$ cat src/hw/rtl/udc_pkg.sv
`default_nettype none

package udc_pkg;

  localparam int unsigned SecsW   = 39;
  localparam int unsigned YearW   = 15;
  localparam int unsigned MonthW  = 4;
  localparam int unsigned DayW    = 5;
  localparam int unsigned HourW   = 5;
  localparam int unsigned MinW    = 6;
  localparam int unsigned SecW    = 6;

  localparam int unsigned DaysW   = 23;
  localparam int unsigned SodW    = 17;
  localparam int unsigned CentW   = 8;
  localparam int unsigned Dn2W    = 18;
  localparam int unsigned YocW    = 7;
  localparam int unsigned Dn3W    = 9;
  localparam int unsigned MonIdxW = 4;
  localparam int unsigned RemhW   = 12;

  localparam int unsigned NumStages = 9;

  // seconds per day is 128 * 675
  localparam int unsigned DayLoBits   = 7;
  localparam logic [9:0]  DaySpan     = 10'd675;
  localparam int unsigned DayRecipSh  = 41;
  localparam logic [31:0] DayRecip    = 32'((64'd1 << DayRecipSh) / 64'd675);

  localparam logic [DaysW-1:0] EpochDayNum = 23'd719468;
  localparam logic [DaysW-1:0] CenturyDays = 23'd36524;
  localparam logic [Dn2W-1:0]  YearDays    = 18'd365;
  localparam logic [YearW-1:0] YearsPerCent = 15'd100;
  localparam logic [SodW-1:0]  SecsPerHour = 17'd3600;
  localparam logic [RemhW-1:0] SecsPerMin  = 12'd60;

  // rounded-up reciprocals, exact over the operand range
  localparam int unsigned CentRecipSh = 43;
  localparam logic [25:0] CentRecip =
    26'(((64'd1 << CentRecipSh) + 64'd146097 - 64'd1) / 64'd146097);
  localparam int unsigned YearRecipSh = 30;
  localparam logic [19:0] YearRecip =
    20'(((64'd1 << YearRecipSh) + 64'd1461 - 64'd1) / 64'd1461);
  localparam int unsigned MonRecipSh = 19;
  localparam logic [11:0] MonRecip =
    12'(((64'd1 << MonRecipSh) + 64'd153 - 64'd1) / 64'd153);
  localparam int unsigned HourRecipSh = 29;
  localparam logic [17:0] HourRecip =
    18'(((64'd1 << HourRecipSh) + 64'd3600 - 64'd1) / 64'd3600);
  localparam int unsigned MinRecipSh = 18;
  localparam logic [12:0] MinRecip =
    13'(((64'd1 << MinRecipSh) + 64'd60 - 64'd1) / 64'd60);

  // months counted from march
  localparam logic [MonIdxW-1:0] MonIdxJan = 4'd10;
  localparam logic [MonIdxW-1:0] MonWrap   = 4'd9;
  localparam logic [MonIdxW-1:0] MonShift  = 4'd3;

  function automatic logic [Dn3W-1:0] month_start(input logic [MonIdxW-1:0] mon);
    logic [Dn3W-1:0] res;
    case (mon)
      4'd0:    res = 9'd0;
      4'd1:    res = 9'd31;
      4'd2:    res = 9'd61;
      4'd3:    res = 9'd92;
      4'd4:    res = 9'd122;
      4'd5:    res = 9'd153;
      4'd6:    res = 9'd184;
      4'd7:    res = 9'd214;
      4'd8:    res = 9'd245;
      4'd9:    res = 9'd275;
      4'd10:   res = 9'd306;
      4'd11:   res = 9'd337;
      default: res = 9'd0;
    endcase
    return res;
  endfunction

endpackage

`default_nettype wire

$ cat src/hw/rtl/unix_seconds_to_civil_date_core.sv
// throughput: one transaction per cycle while the output is not stalled, set by the 9-stage pipeline that moves as one
// a stalled output holds the whole pipeline; in_ready_o follows out_ready_i while
// the last stage holds a transaction
// reset: asynchronous, active low, clears the stage valid bits only
`default_nettype none

module unix_seconds_to_civil_date_core (
  input  wire                          clk_i,
  input  wire                          rst_ni,
  input  wire                          in_valid_i,
  output logic                         in_ready_o,
  input  wire  [udc_pkg::SecsW-1:0]    seconds_since_epoch_i,
  output logic                         out_valid_o,
  input  wire                          out_ready_i,
  output logic [udc_pkg::YearW-1:0]    year_o,
  output logic [udc_pkg::MonthW-1:0]   month_o,
  output logic [udc_pkg::DayW-1:0]     day_o,
  output logic [udc_pkg::HourW-1:0]    hour_o,
  output logic [udc_pkg::MinW-1:0]     minute_o,
  output logic [udc_pkg::SecW-1:0]     second_o
);
  import udc_pkg::*;

  logic                 en;
  logic [NumStages-1:0] vld_d, vld_q;
  logic [DaysW-1:0]     day_num;
  logic [SodW-1:0]      sod;

  assign en    = ~vld_q[NumStages-1] | out_ready_i;
  assign vld_d = {vld_q[NumStages-2:0], in_valid_i};

  always_ff @(posedge clk_i or negedge rst_ni) begin
    if (!rst_ni) begin
      vld_q <= '0;
    end else if (en) begin
      vld_q <= vld_d;
    end
  end

  udc_day_split u_day_split (
    .clk_i     (clk_i),
    .en_i      (en),
    .secs_i    (seconds_since_epoch_i),
    .day_num_o (day_num),
    .sod_o     (sod)
  );

  udc_calendar u_calendar (
    .clk_i     (clk_i),
    .en_i      (en),
    .day_num_i (day_num),
    .year_o    (year_o),
    .month_o   (month_o),
    .day_o     (day_o)
  );

  udc_clock u_clock (
    .clk_i    (clk_i),
    .en_i     (en),
    .sod_i    (sod),
    .hour_o   (hour_o),
    .minute_o (minute_o),
    .second_o (second_o)
  );

  assign in_ready_o  = en;
  assign out_valid_o = vld_q[NumStages-1];

  a_month_range: assert property (@(posedge clk_i) disable iff (!rst_ni)
    out_valid_o |-> (month_o >= 4'd1) && (month_o <= 4'd12))
    else $error("month out of range");

  a_day_range: assert property (@(posedge clk_i) disable iff (!rst_ni)
    out_valid_o |-> (day_o >= 5'd1) && (year_o >= 15'd1970))
    else $error("day or year out of range");

  a_time_range: assert property (@(posedge clk_i) disable iff (!rst_ni)
    out_valid_o |-> (hour_o <= 5'd23) && (minute_o <= 6'd59) && (second_o <= 6'd59))
    else $error("time of day out of range");

  a_stall_holds: assert property (@(posedge clk_i) disable iff (!rst_ni)
    out_valid_o && !out_ready_i |=> $stable(vld_q) && $stable(year_o) && $stable(second_o))
    else $error("pipeline moved during stall");

endmodule

`default_nettype wire

$ cat src/hw/rtl/udc_day_split.sv
`default_nettype none

module udc_day_split (
  input  wire                          clk_i,
  input  wire                          en_i,
  input  wire  [udc_pkg::SecsW-1:0]    secs_i,
  output logic [udc_pkg::DaysW-1:0]    day_num_o,
  output logic [udc_pkg::SodW-1:0]     sod_o
);
  import udc_pkg::*;

  localparam int unsigned XW = SecsW - DayLoBits;

  // stage 1: approximate quotient by 675
  logic [XW-1:0]        x;
  logic [63:0]          q_prod;
  logic [DaysW-1:0]     q0_d, q0_q, q0_s2_q;
  logic [XW-1:0]        x_q;
  logic [DayLoBits-1:0] lo_d, lo_q, lo_s2_q;

  assign x      = secs_i[SecsW-1:DayLoBits];
  assign lo_d   = secs_i[DayLoBits-1:0];
  assign q_prod = 64'(x) * 64'(DayRecip);
  assign q0_d   = q_prod[63:DayRecipSh];

  always_ff @(posedge clk_i) begin
    if (en_i) begin
      q0_q <= q0_d;
      x_q  <= x;
      lo_q <= lo_d;
    end
  end

  // stage 2: remainder, below twice the divisor
  logic [32:0] qm;
  logic [10:0] r0_d, r0_q;

  assign qm   = 33'(q0_q) * 33'(DaySpan);
  assign r0_d = x_q[10:0] - qm[10:0];

  always_ff @(posedge clk_i) begin
    if (en_i) begin
      r0_q    <= r0_d;
      q0_s2_q <= q0_q;
      lo_s2_q <= lo_q;
    end
  end

  // stage 3: correction and epoch offset
  logic [DaysW-1:0] days;
  logic [10:0]      r_fix;
  logic [9:0]       r;
  logic [DaysW-1:0] day_num_d, day_num_q;
  logic [SodW-1:0]  sod_d, sod_q;

  always_comb begin
    if (r0_q >= 11'(DaySpan)) begin
      days  = q0_s2_q + 23'd1;
      r_fix = r0_q - 11'(DaySpan);
    end else begin
      days  = q0_s2_q;
      r_fix = r0_q;
    end
  end

  assign r         = r_fix[9:0];
  assign day_num_d = days + EpochDayNum;
  assign sod_d     = {r, lo_s2_q};

  always_ff @(posedge clk_i) begin
    if (en_i) begin
      day_num_q <= day_num_d;
      sod_q     <= sod_d;
    end
  end

  assign day_num_o = day_num_q;
  assign sod_o     = sod_q;

endmodule

`default_nettype wire

$ cat src/hw/rtl/udc_clock.sv
`default_nettype none

module udc_clock (
  input  wire                        clk_i,
  input  wire                        en_i,
  input  wire  [udc_pkg::SodW-1:0]   sod_i,
  output logic [udc_pkg::HourW-1:0]  hour_o,
  output logic [udc_pkg::MinW-1:0]   minute_o,
  output logic [udc_pkg::SecW-1:0]   second_o
);
  import udc_pkg::*;

  // hour
  logic [34:0]      h_prod;
  logic [HourW-1:0] hour_d, hour_q, hour_s5_q, hour_s6_q, hour_s7_q, hour_s8_q, hour_s9_q;
  logic [SodW-1:0]  sod_q;

  assign h_prod = 35'(sod_i) * 35'(HourRecip);
  assign hour_d = h_prod[HourRecipSh+HourW-1:HourRecipSh];

  always_ff @(posedge clk_i) begin
    if (en_i) begin
      hour_q <= hour_d;
      sod_q  <= sod_i;
    end
  end

  // seconds within the hour
  logic [SodW-1:0]  hm, h_diff;
  logic [RemhW-1:0] remh_d, remh_q, remh_s6_q;

  assign hm     = 17'(hour_q) * SecsPerHour;
  assign h_diff = sod_q - hm;
  assign remh_d = h_diff[RemhW-1:0];

  always_ff @(posedge clk_i) begin
    if (en_i) begin
      remh_q    <= remh_d;
      hour_s5_q <= hour_q;
    end
  end

  // minute
  logic [24:0]     m_prod;
  logic [MinW-1:0] minute_d, minute_q, minute_s7_q, minute_s8_q, minute_s9_q;

  assign m_prod   = 25'(remh_q) * 25'(MinRecip);
  assign minute_d = m_prod[MinRecipSh+MinW-1:MinRecipSh];

  always_ff @(posedge clk_i) begin
    if (en_i) begin
      minute_q  <= minute_d;
      remh_s6_q <= remh_q;
      hour_s6_q <= hour_s5_q;
    end
  end

  // second
  logic [RemhW-1:0] mm, m_diff;
  logic [SecW-1:0]  second_d, second_q, second_s8_q, second_s9_q;

  assign mm       = 12'(minute_q) * SecsPerMin;
  assign m_diff   = remh_s6_q - mm;
  assign second_d = m_diff[SecW-1:0];

  always_ff @(posedge clk_i) begin
    if (en_i) begin
      second_q    <= second_d;
      minute_s7_q <= minute_q;
      hour_s7_q   <= hour_s6_q;
    end
  end

  // align with the date path
  always_ff @(posedge clk_i) begin
    if (en_i) begin
      second_s8_q <= second_q;
      minute_s8_q <= minute_s7_q;
      hour_s8_q   <= hour_s7_q;
    end
  end

  always_ff @(posedge clk_i) begin
    if (en_i) begin
      second_s9_q <= second_s8_q;
      minute_s9_q <= minute_s8_q;
      hour_s9_q   <= hour_s8_q;
    end
  end

  assign hour_o   = hour_s9_q;
  assign minute_o = minute_s9_q;
  assign second_o = second_s9_q;

endmodule

`default_nettype wire

$ cat src/hw/rtl/udc_calendar.sv
`default_nettype none

module udc_calendar (
  input  wire                         clk_i,
  input  wire                         en_i,
  input  wire  [udc_pkg::DaysW-1:0]   day_num_i,
  output logic [udc_pkg::YearW-1:0]   year_o,
  output logic [udc_pkg::MonthW-1:0]  month_o,
  output logic [udc_pkg::DayW-1:0]    day_o
);
  import udc_pkg::*;

  // 400-year cycle, century index
  logic [DaysW+1:0] cv;
  logic [50:0]      c_prod;
  logic [CentW-1:0] cent_d, cent_q, cent_s5_q;
  logic [DaysW-1:0] dn_q;

  assign cv     = {day_num_i, 2'b11};
  assign c_prod = 51'(cv) * 51'(CentRecip);
  assign cent_d = c_prod[CentRecipSh+CentW-1:CentRecipSh];

  always_ff @(posedge clk_i) begin
    if (en_i) begin
      cent_q <= cent_d;
      dn_q   <= day_num_i;
    end
  end

  // day within the century
  logic [DaysW-1:0] cent_days, c_diff;
  logic [Dn2W-1:0]  dn2_d, dn2_q, dn2_s6_q;

  assign cent_days = 23'(cent_q) * CenturyDays + 23'(cent_q[CentW-1:2]);
  assign c_diff    = dn_q - cent_days;
  assign dn2_d     = c_diff[Dn2W-1:0];

  always_ff @(posedge clk_i) begin
    if (en_i) begin
      dn2_q     <= dn2_d;
      cent_s5_q <= cent_q;
    end
  end

  // year within the century
  logic [Dn2W+1:0]  yv;
  logic [39:0]      y_prod;
  logic [YocW-1:0]  yoc_d, yoc_q;
  logic [CentW-1:0] cent_s6_q;

  assign yv     = {dn2_q, 2'b11};
  assign y_prod = 40'(yv) * 40'(YearRecip);
  assign yoc_d  = y_prod[YearRecipSh+YocW-1:YearRecipSh];

  always_ff @(posedge clk_i) begin
    if (en_i) begin
      yoc_q     <= yoc_d;
      dn2_s6_q  <= dn2_q;
      cent_s6_q <= cent_s5_q;
    end
  end

  // day within a march-based year, base year
  logic [Dn2W-1:0]  y_days, y_diff;
  logic [Dn3W-1:0]  dn3_d, dn3_q, dn3_s8_q;
  logic [YearW-1:0] ybase_d, ybase_q, ybase_s8_q;

  assign y_days  = 18'(yoc_q) * YearDays + 18'(yoc_q[YocW-1:2]);
  assign y_diff  = dn2_s6_q - y_days;
  assign dn3_d   = y_diff[Dn3W-1:0];
  assign ybase_d = 15'(cent_s6_q) * YearsPerCent + 15'(yoc_q);

  always_ff @(posedge clk_i) begin
    if (en_i) begin
      dn3_q   <= dn3_d;
      ybase_q <= ybase_d;
    end
  end

  // month by the 153-day rule
  logic [10:0]        mv;
  logic [22:0]        mo_prod;
  logic [MonIdxW-1:0] mon_d, mon_q;

  assign mv      = {dn3_q, 2'b00} + 11'(dn3_q) + 11'd2;
  assign mo_prod = 23'(mv) * 23'(MonRecip);
  assign mon_d   = mo_prod[MonRecipSh+MonIdxW-1:MonRecipSh];

  always_ff @(posedge clk_i) begin
    if (en_i) begin
      mon_q      <= mon_d;
      dn3_s8_q   <= dn3_q;
      ybase_s8_q <= ybase_q;
    end
  end

  // day of month, january and february roll into the next year
  logic [Dn3W-1:0]   dom_full;
  logic [DayW-1:0]   day_d, day_q;
  logic [MonthW-1:0] month_d, month_q;
  logic [YearW-1:0]  year_d, year_q;

  assign dom_full = dn3_s8_q - month_start(mon_q) + 9'd1;
  assign day_d    = dom_full[DayW-1:0];

  always_comb begin
    if (mon_q >= MonIdxJan) begin
      month_d = mon_q - MonWrap;
      year_d  = ybase_s8_q + 15'd1;
    end else begin
      month_d = mon_q + MonShift;
      year_d  = ybase_s8_q;
    end
  end

  always_ff @(posedge clk_i) begin
    if (en_i) begin
      day_q   <= day_d;
      month_q <= month_d;
      year_q  <= year_d;
    end
  end

  assign year_o  = year_q;
  assign month_o = month_q;
  assign day_o   = day_q;

endmodule

`default_nettype wire
$ cat config.mk
export PLATFORM = sky130hd
export DESIGN_NAME = unix_seconds_to_civil_date_core
export DESIGN_NICKNAME = d
export VERILOG_FILES = /design/src/hw/rtl/udc_pkg.sv /design/src/hw/rtl/unix_seconds_to_civil_date_core.sv /design/src/hw/rtl/udc_day_split.sv /design/src/hw/rtl/udc_clock.sv /design/src/hw/rtl/udc_calendar.sv
export SDC_FILE = /design/constraint.sdc
export NUM_CORES = 2
export LEC_CHECK = 0
export BUFFER_PORTS_ARGS = -buffer_cell sky130_fd_sc_hd__buf_2
export CORE_AREA = 2 2 341 343
export CTS_CLUSTER_SIZE = 12
export DETAILED_ROUTE_END_ITERATION = 8
export DIE_AREA = 0 0 343 345
export GPL_ROUTABILITY_DRIVEN = 0
export PLACE_DENSITY = 0.68
export SLEW_MARGIN = 10
export SYNTH_ARGS = -nofsm -noshare
export SYNTH_HDL_FRONTEND = slang
export SYNTH_SLANG_ARGS = --single-unit
$ cat constraint.sdc
create_clock -name clk_i -period 14.3 [get_ports clk_i]
set_clock_uncertainty 0.05 [all_clocks]
set_input_delay 1.43 -clock clk_i [delete_from_list [all_inputs] [get_ports clk_i]]
set_output_delay 1.43 -clock clk_i [all_outputs]
set_load 0.01 [all_outputs]
# After elaboration in Yosys (flattened, before gate mapping)
# Memory sizes are Yosys's and may differ from the RTL's. A register that Yosys moved wholly into a read port is not among the register bits.
# Index checks and enable logic that the tools add are counted.
# W data, S select, Z words.
[word_totals] regBits=381 mem_bits_ro=144 in_bits=43 output_inout_bits=43 elab_cells=80 mem_count=1
[op_classes] add_sub_neg=18 multipliers=12 n_lt_le_gt_ge=2 muxes=5 bitwise_logic=2
[mem_list] name="(name not given)" depth=16 word_bits=9 read_ports=1 rd_clocked_by_memory_dff=1 write_ports=0 line="udc_pkg.sv:61" text="case (mon)"
[ops] op="$mul A32 B31 Y63 const B" count=1
[ops] op="$mul A25 B24 Y49 const B" count=1
[ops] op="$mul A20 B20 Y37 const B" count=1
[ops] op="$mul A17 B18 Y34 const B" count=1
[ops] op="$add A23 B1 Y23 const B" count=1
[ops] op="$add A23 B20 Y23 const B" count=1
[ops] op="$mul A11 B12 Y23 const B" count=1
[ops] op="$mul A12 B12 Y23 const B" count=1
[ops] op="$mul A23 B10 Y11 const B" count=1
[ops] op="$mux W23" count=1
[ops] op="$add A18 B6 Y18" count=1
[ops] op="$sub A18 B18 Y18" count=1
[ops] op="$mul A8 B14 Y16 const B" count=1
[ops] op="$add A15 B1 Y15 const B" count=1
[ops] op="$add A15 B7 Y15" count=1
[ops] op="$mux W15" count=1
[ops] op="$mul A8 B5 Y13 const B" count=1
[ops] op="$sub A12 B12 Y12" count=1
[ops] op="$add A11 B2 Y11 const B" count=1
[ops] op="$add A11 B9 Y11" count=1
[ops] op="$ge A11 B10 Y1 const B" count=1
[ops] op="$sub A11 B11 Y11" count=1
[ops] op="$mux W10" count=1
[ops] op="$sub A10 B10 Y10 const B" count=1
[ops] op="14 further kinds" count=15

# Depth between registers and ports, before layout
[depth] word_depth=4 depth_mapped=33 mapped_depth_nobuf=33

# By module
# Synthesis repeated with hierarchy kept, for this count alone.
[unflattened] cells_unflattened=5175 hier_area_um2=57332.5
[modules_own_cells] mod="udc_calendar" n_inst=1 cells_each=2602 area_each_um2=28134.5 seq_area_each_um2=4544.4
[modules_own_cells] mod="udc_day_split" n_inst=1 cells_each=1795 area_each_um2=19602.6 seq_area_each_um2=3663.5
[modules_own_cells] mod="udc_clock" n_inst=1 cells_each=758 area_each_um2=9218.8 seq_area_each_um2=3062.9
[modules_own_cells] mod="unix_seconds_to_civil_date_core" n_inst=1 cells_each=20 area_each_um2=376.6 seq_area_each_um2=225.2

# Worst setup path before layout
# No wires, ideal clock.
[synth_timing] path_kind="input -> register" from="input port out_ready_i" to="register (tool-made name)" setup_time_ps=116 arrival_ps=14203 required_time_ps=14134 setup_slack_ps=-69 cell_stages=7 path_buffers=1 cell_sequence="nor2b_1 inv_1 clkbuf_1 mux2i_1 ha_1 nand2b_1 a31o_2"
[synth_rtl] item="from (decl)" line="unix_seconds_to_civil_date_core.sv:14" text="input wire out_ready_i,"

# Worst setup path in the final report
[layout_timing] from="input port seconds_since_epoch_i[25] in the netlist's numbering" to="register u_day_split.q0_q[14], data pin"
[layout_via] elab_chain_cells=1
[layout_rtl] item="from (decl)" line="unix_seconds_to_civil_date_core.sv:12" text="input wire [udc_pkg::SecsW-1:0] seconds_since_epoch_i,"
[layout_rtl] item="$mul A32 B31 Y63" line="udc_day_split.sv:23" text="assign q_prod = 64'(x) * 64'(DayRecip);"
[layout_rtl] item="net u_day_split.q_prod[55]" line="udc_day_split.sv:16" text="logic [63:0] q_prod;"
[layout_rtl] item="to (signal assigned)" line="udc_day_split.sv:28" text="q0_q <= q0_d;"
[layout_rtl] item="to (decl)" line="udc_day_split.sv:17" text="logic [DaysW-1:0] q0_d, q0_q, q0_s2_q;"
# The timed path passes the listed nets, and every way through them passes these cells.
# A chain may end at the register's enable or synchronous reset.

==> metrics <==
synthesized area=57,100 um^2; largest cells by area after synthesis=fa_1, ha_1, edfxtp_1, inv_1, xnor2_1; post-route ant nets=0; global-route wire length before repair=201 mm; Yosys reg bits=386; Yosys cell types=88; Top FF cell, synth=edfxtp_1; critical path class=in2reg; Die ar.=118,000 um^2; post-DP HPWL=103 mm; RSZ-0062 raised after global routing=false; initial antenna violation count=0; Post-CTS Setup Repair Bufs=0; Core ar.=115,000 um^2; Fin Hold WS=0.363 ns; Routed WL=121 mm; Worst R2R Setup Slack=6.52 ns; PostCTS Resize Cnt=0; Post-Layout Cell Count=6,830; critical path's slowest cell=nor3_1; root buffer cell=clkbuf_16; post-layout min period=8.06 ns; maximum fanout along the worst path=10; latest clock arrival within the worst-skew pair=0.62 ns; CP peak stage delay=0.58 ns; DR vias/cell=5.15; CP delay by family, top=adder cells; cell mode on critical path=fa_1; final hold viol count=0; met2 WL=61.0 mm; largest area contributor in the netlist=fa_1; Yosys top cell area share=28.3%; WL/cell=17.7 um; Finished Cell Area=60,900 um^2; largest net degree at the start of global routing=177; H-Tree Level Count=2; # DRC=0; total CTS buffers=46; Register-to-Register Path Depth=30; max_slew headroom=29.0%; Post-synth ARST share=2.33%; WP depth=23; CP endpoint kind=flop; First-pass DRT Iterations=5; Slew Limit Fails=0; vias in the first global route=38,800; routed length on met3=4.47 mm; Syn Area/Cell=11.1 um^2; share of layout cells above drive strength 1=3.81%; Yosys Warn Count=0; setup violators final=0; setup tns final=0 ns; CP required=14.62 ns; max-cap viol count=0; clock transition at the registers of the reported paths=0.06 ns; Synthesized Nets=7,285; cts hold-fix bufs=0; Hold Path End=u_clock.hour_s8_q[1]$_DFFE_PN_; Area Overhead vs Synth=6.68%; period utilization=56.3%; grt ovf=0; Worst Tran Pin Value=1.07 ns; die span in y=345 um; vias=35,200; Cells after Synth=5,150; Hold Path Class=reg2reg; Post-synth EDFFs=372; Ports=86; Top Layer Used=met4; GRT Overall Usage=21.4%; ant diodes=0; placed insts=6,746; CP Data Arrival Time=8.38 ns; # clock sinks=386; clk buf depth=3; starting density of the core=49.6%; Die Wd=343 um; Post-Route M1 WL=50.9 mm; critical path, cell by cell=buf_2 > fa_1 > ha_1 > inv_1 > fa_1 > inv_1 > fa_1 > inv_1 > fa_1 > fa_1 > inv_1 > fa_1 > ha_1 > ha_1 > nand4_1 > or2_2 > nor3_1 > nand4_1 > o211ai_1 > o311ai_2 > a21boi_0 > mux2i_1 > nand2_1; CTS tree=done; hold depth=0; # nets final=7,405; Fmax=124 MHz; worst path bufs/invs=5; sequential fraction of the synthesis area=20.1%; FP Rows=125; Hold Startpoint=u_clock.hour_s7_q[1]$_DFFE_PN_; critical path launch point type=primary input; # port buffers=85; placed cell area=59,400 um^2; RR Startpoint=u_calendar.dn3_q[0]$_DFFE_PN_; initial drt markers=1,434; status=complete, no violations
layer usage:
metal	vias to the layer above	global-route usage, %
li1	16900	-
met1	17400	27.1
met2	600	38.1
met3	215	2.49
met4	0	6.84
met5	-	0
cell families after synthesis:
logic type | count (synthesis) | synth area share [%]
fa+ha+maj | 2092 | 56.4
flops | 386 | 20.1
compound gates | 456 | 5.52
buf+inv | 1455 | 9.59
xor+xnor | 243 | 3.74
mux | 12 | 0.248
simple gates | 506 | 4.35
registers in the layout, indices dropped and copies added (netlist names), 9 cells and up, named ones only:
signal                 cells
u_clock.sod_q             12
u_calendar.dn3_q           9
u_calendar.dn2_s6_q        9
vld_q                      9
u_calendar.ybase_q        15
u_day_split.x_q           11
u_calendar.dn2_q          18
u_day_split.sod_o         17
u_calendar.dn_q           18
u_day_split.r0_q          11
u_clock.remh_q            12
u_calendar.ybase_s8_q     15
u_day_split.day_num_o     23
u_calendar.year_o         15
u_day_split.q0_s2_q       23
u_day_split.q0_q          23
cells in the final DEF, fill, tap and decap left out, types with 44 or more instances in the layout:
master | synthesis | final
buf_2 | 5 | 85
nand2_1 | 122 | 122
inv_1 | 1438 | 1437
nor2_1 | 126 | 126
xnor2_1 | 172 | 172
nor3_1 | 44 | 44
a21o_1 | 75 | 75
a21oi_1 | 126 | 126
nand3_1 | 48 | 48
fa_1 | 806 | 806
clkbuf_16 | 0 | 48
o21ai_0 | 64 | 64
xor2_1 | 70 | 70
ha_1 | 1286 | 1286
edfxtp_1 | 372 | 372
layout make-up:
type                            instances  area (um^2)
Tap cell                             1524         1910
Clock buffer                           60         1270
Clock inverter                         24          243
Timing Repair Buffer                   89          468
Sequential cell                       386        11500
Fill cell                           10100        54200
Inverter                             1438         5410
Multi-Input combinational cell       3309        40100
cell usage after synthesis (10+ instances only):
cell type and count:
inv_1 1438, ha_1 1286, fa_1 806, edfxtp_1 372
xnor2_1 172, a21oi_1 126, nor2_1 126, nand2_1 122
a21o_1 75, xor2_1 70, o21ai_0 64, nand3_1 48
nor3_1 44, nand4_1 32, a211oi_1 24, and3_1 24
nor2b_1 24, o21bai_1 23, o21a_1 22, nand2b_1 21
a31oi_1 14, a21boi_0 11, and2_1 11, o211ai_1 11
or3_1 10
how the worst max path moves through the flow:
stage                     slack, ns                 startpoint                        endpoint
after CTS                      6.33  seconds_since_epoch_i[20]  u_day_split.q0_q[14]$_DFFE_PN_
after floorplan                6.14                out_ready_i                            flop
after global routing           5.91  seconds_since_epoch_i[22]  u_day_split.q0_q[18]$_DFFE_PN_
after global placement         5.82  seconds_since_epoch_i[20]  u_day_split.q0_q[18]$_DFFE_PN_
after detailed placement       5.65  seconds_since_epoch_i[20]  u_day_split.q0_q[14]$_DFFE_PN_
final                          6.24  seconds_since_epoch_i[25]  u_day_split.q0_q[14]$_DFFE_PN_
metrics by stage:
stage          utilization [%]  worst slack [ns]
2_1_floorplan                -              6.14
3_3_place_gp              51.6              5.82
3_5_place_dp              51.6              5.65
4_1_cts                   52.9              6.33
5_1_grt                   52.9              5.91
6_report                  52.9              6.24
Power is left out: the tool's default activity adds up to more than one toggle a clock period on the data nets, which glitch-free logic cannot reach.
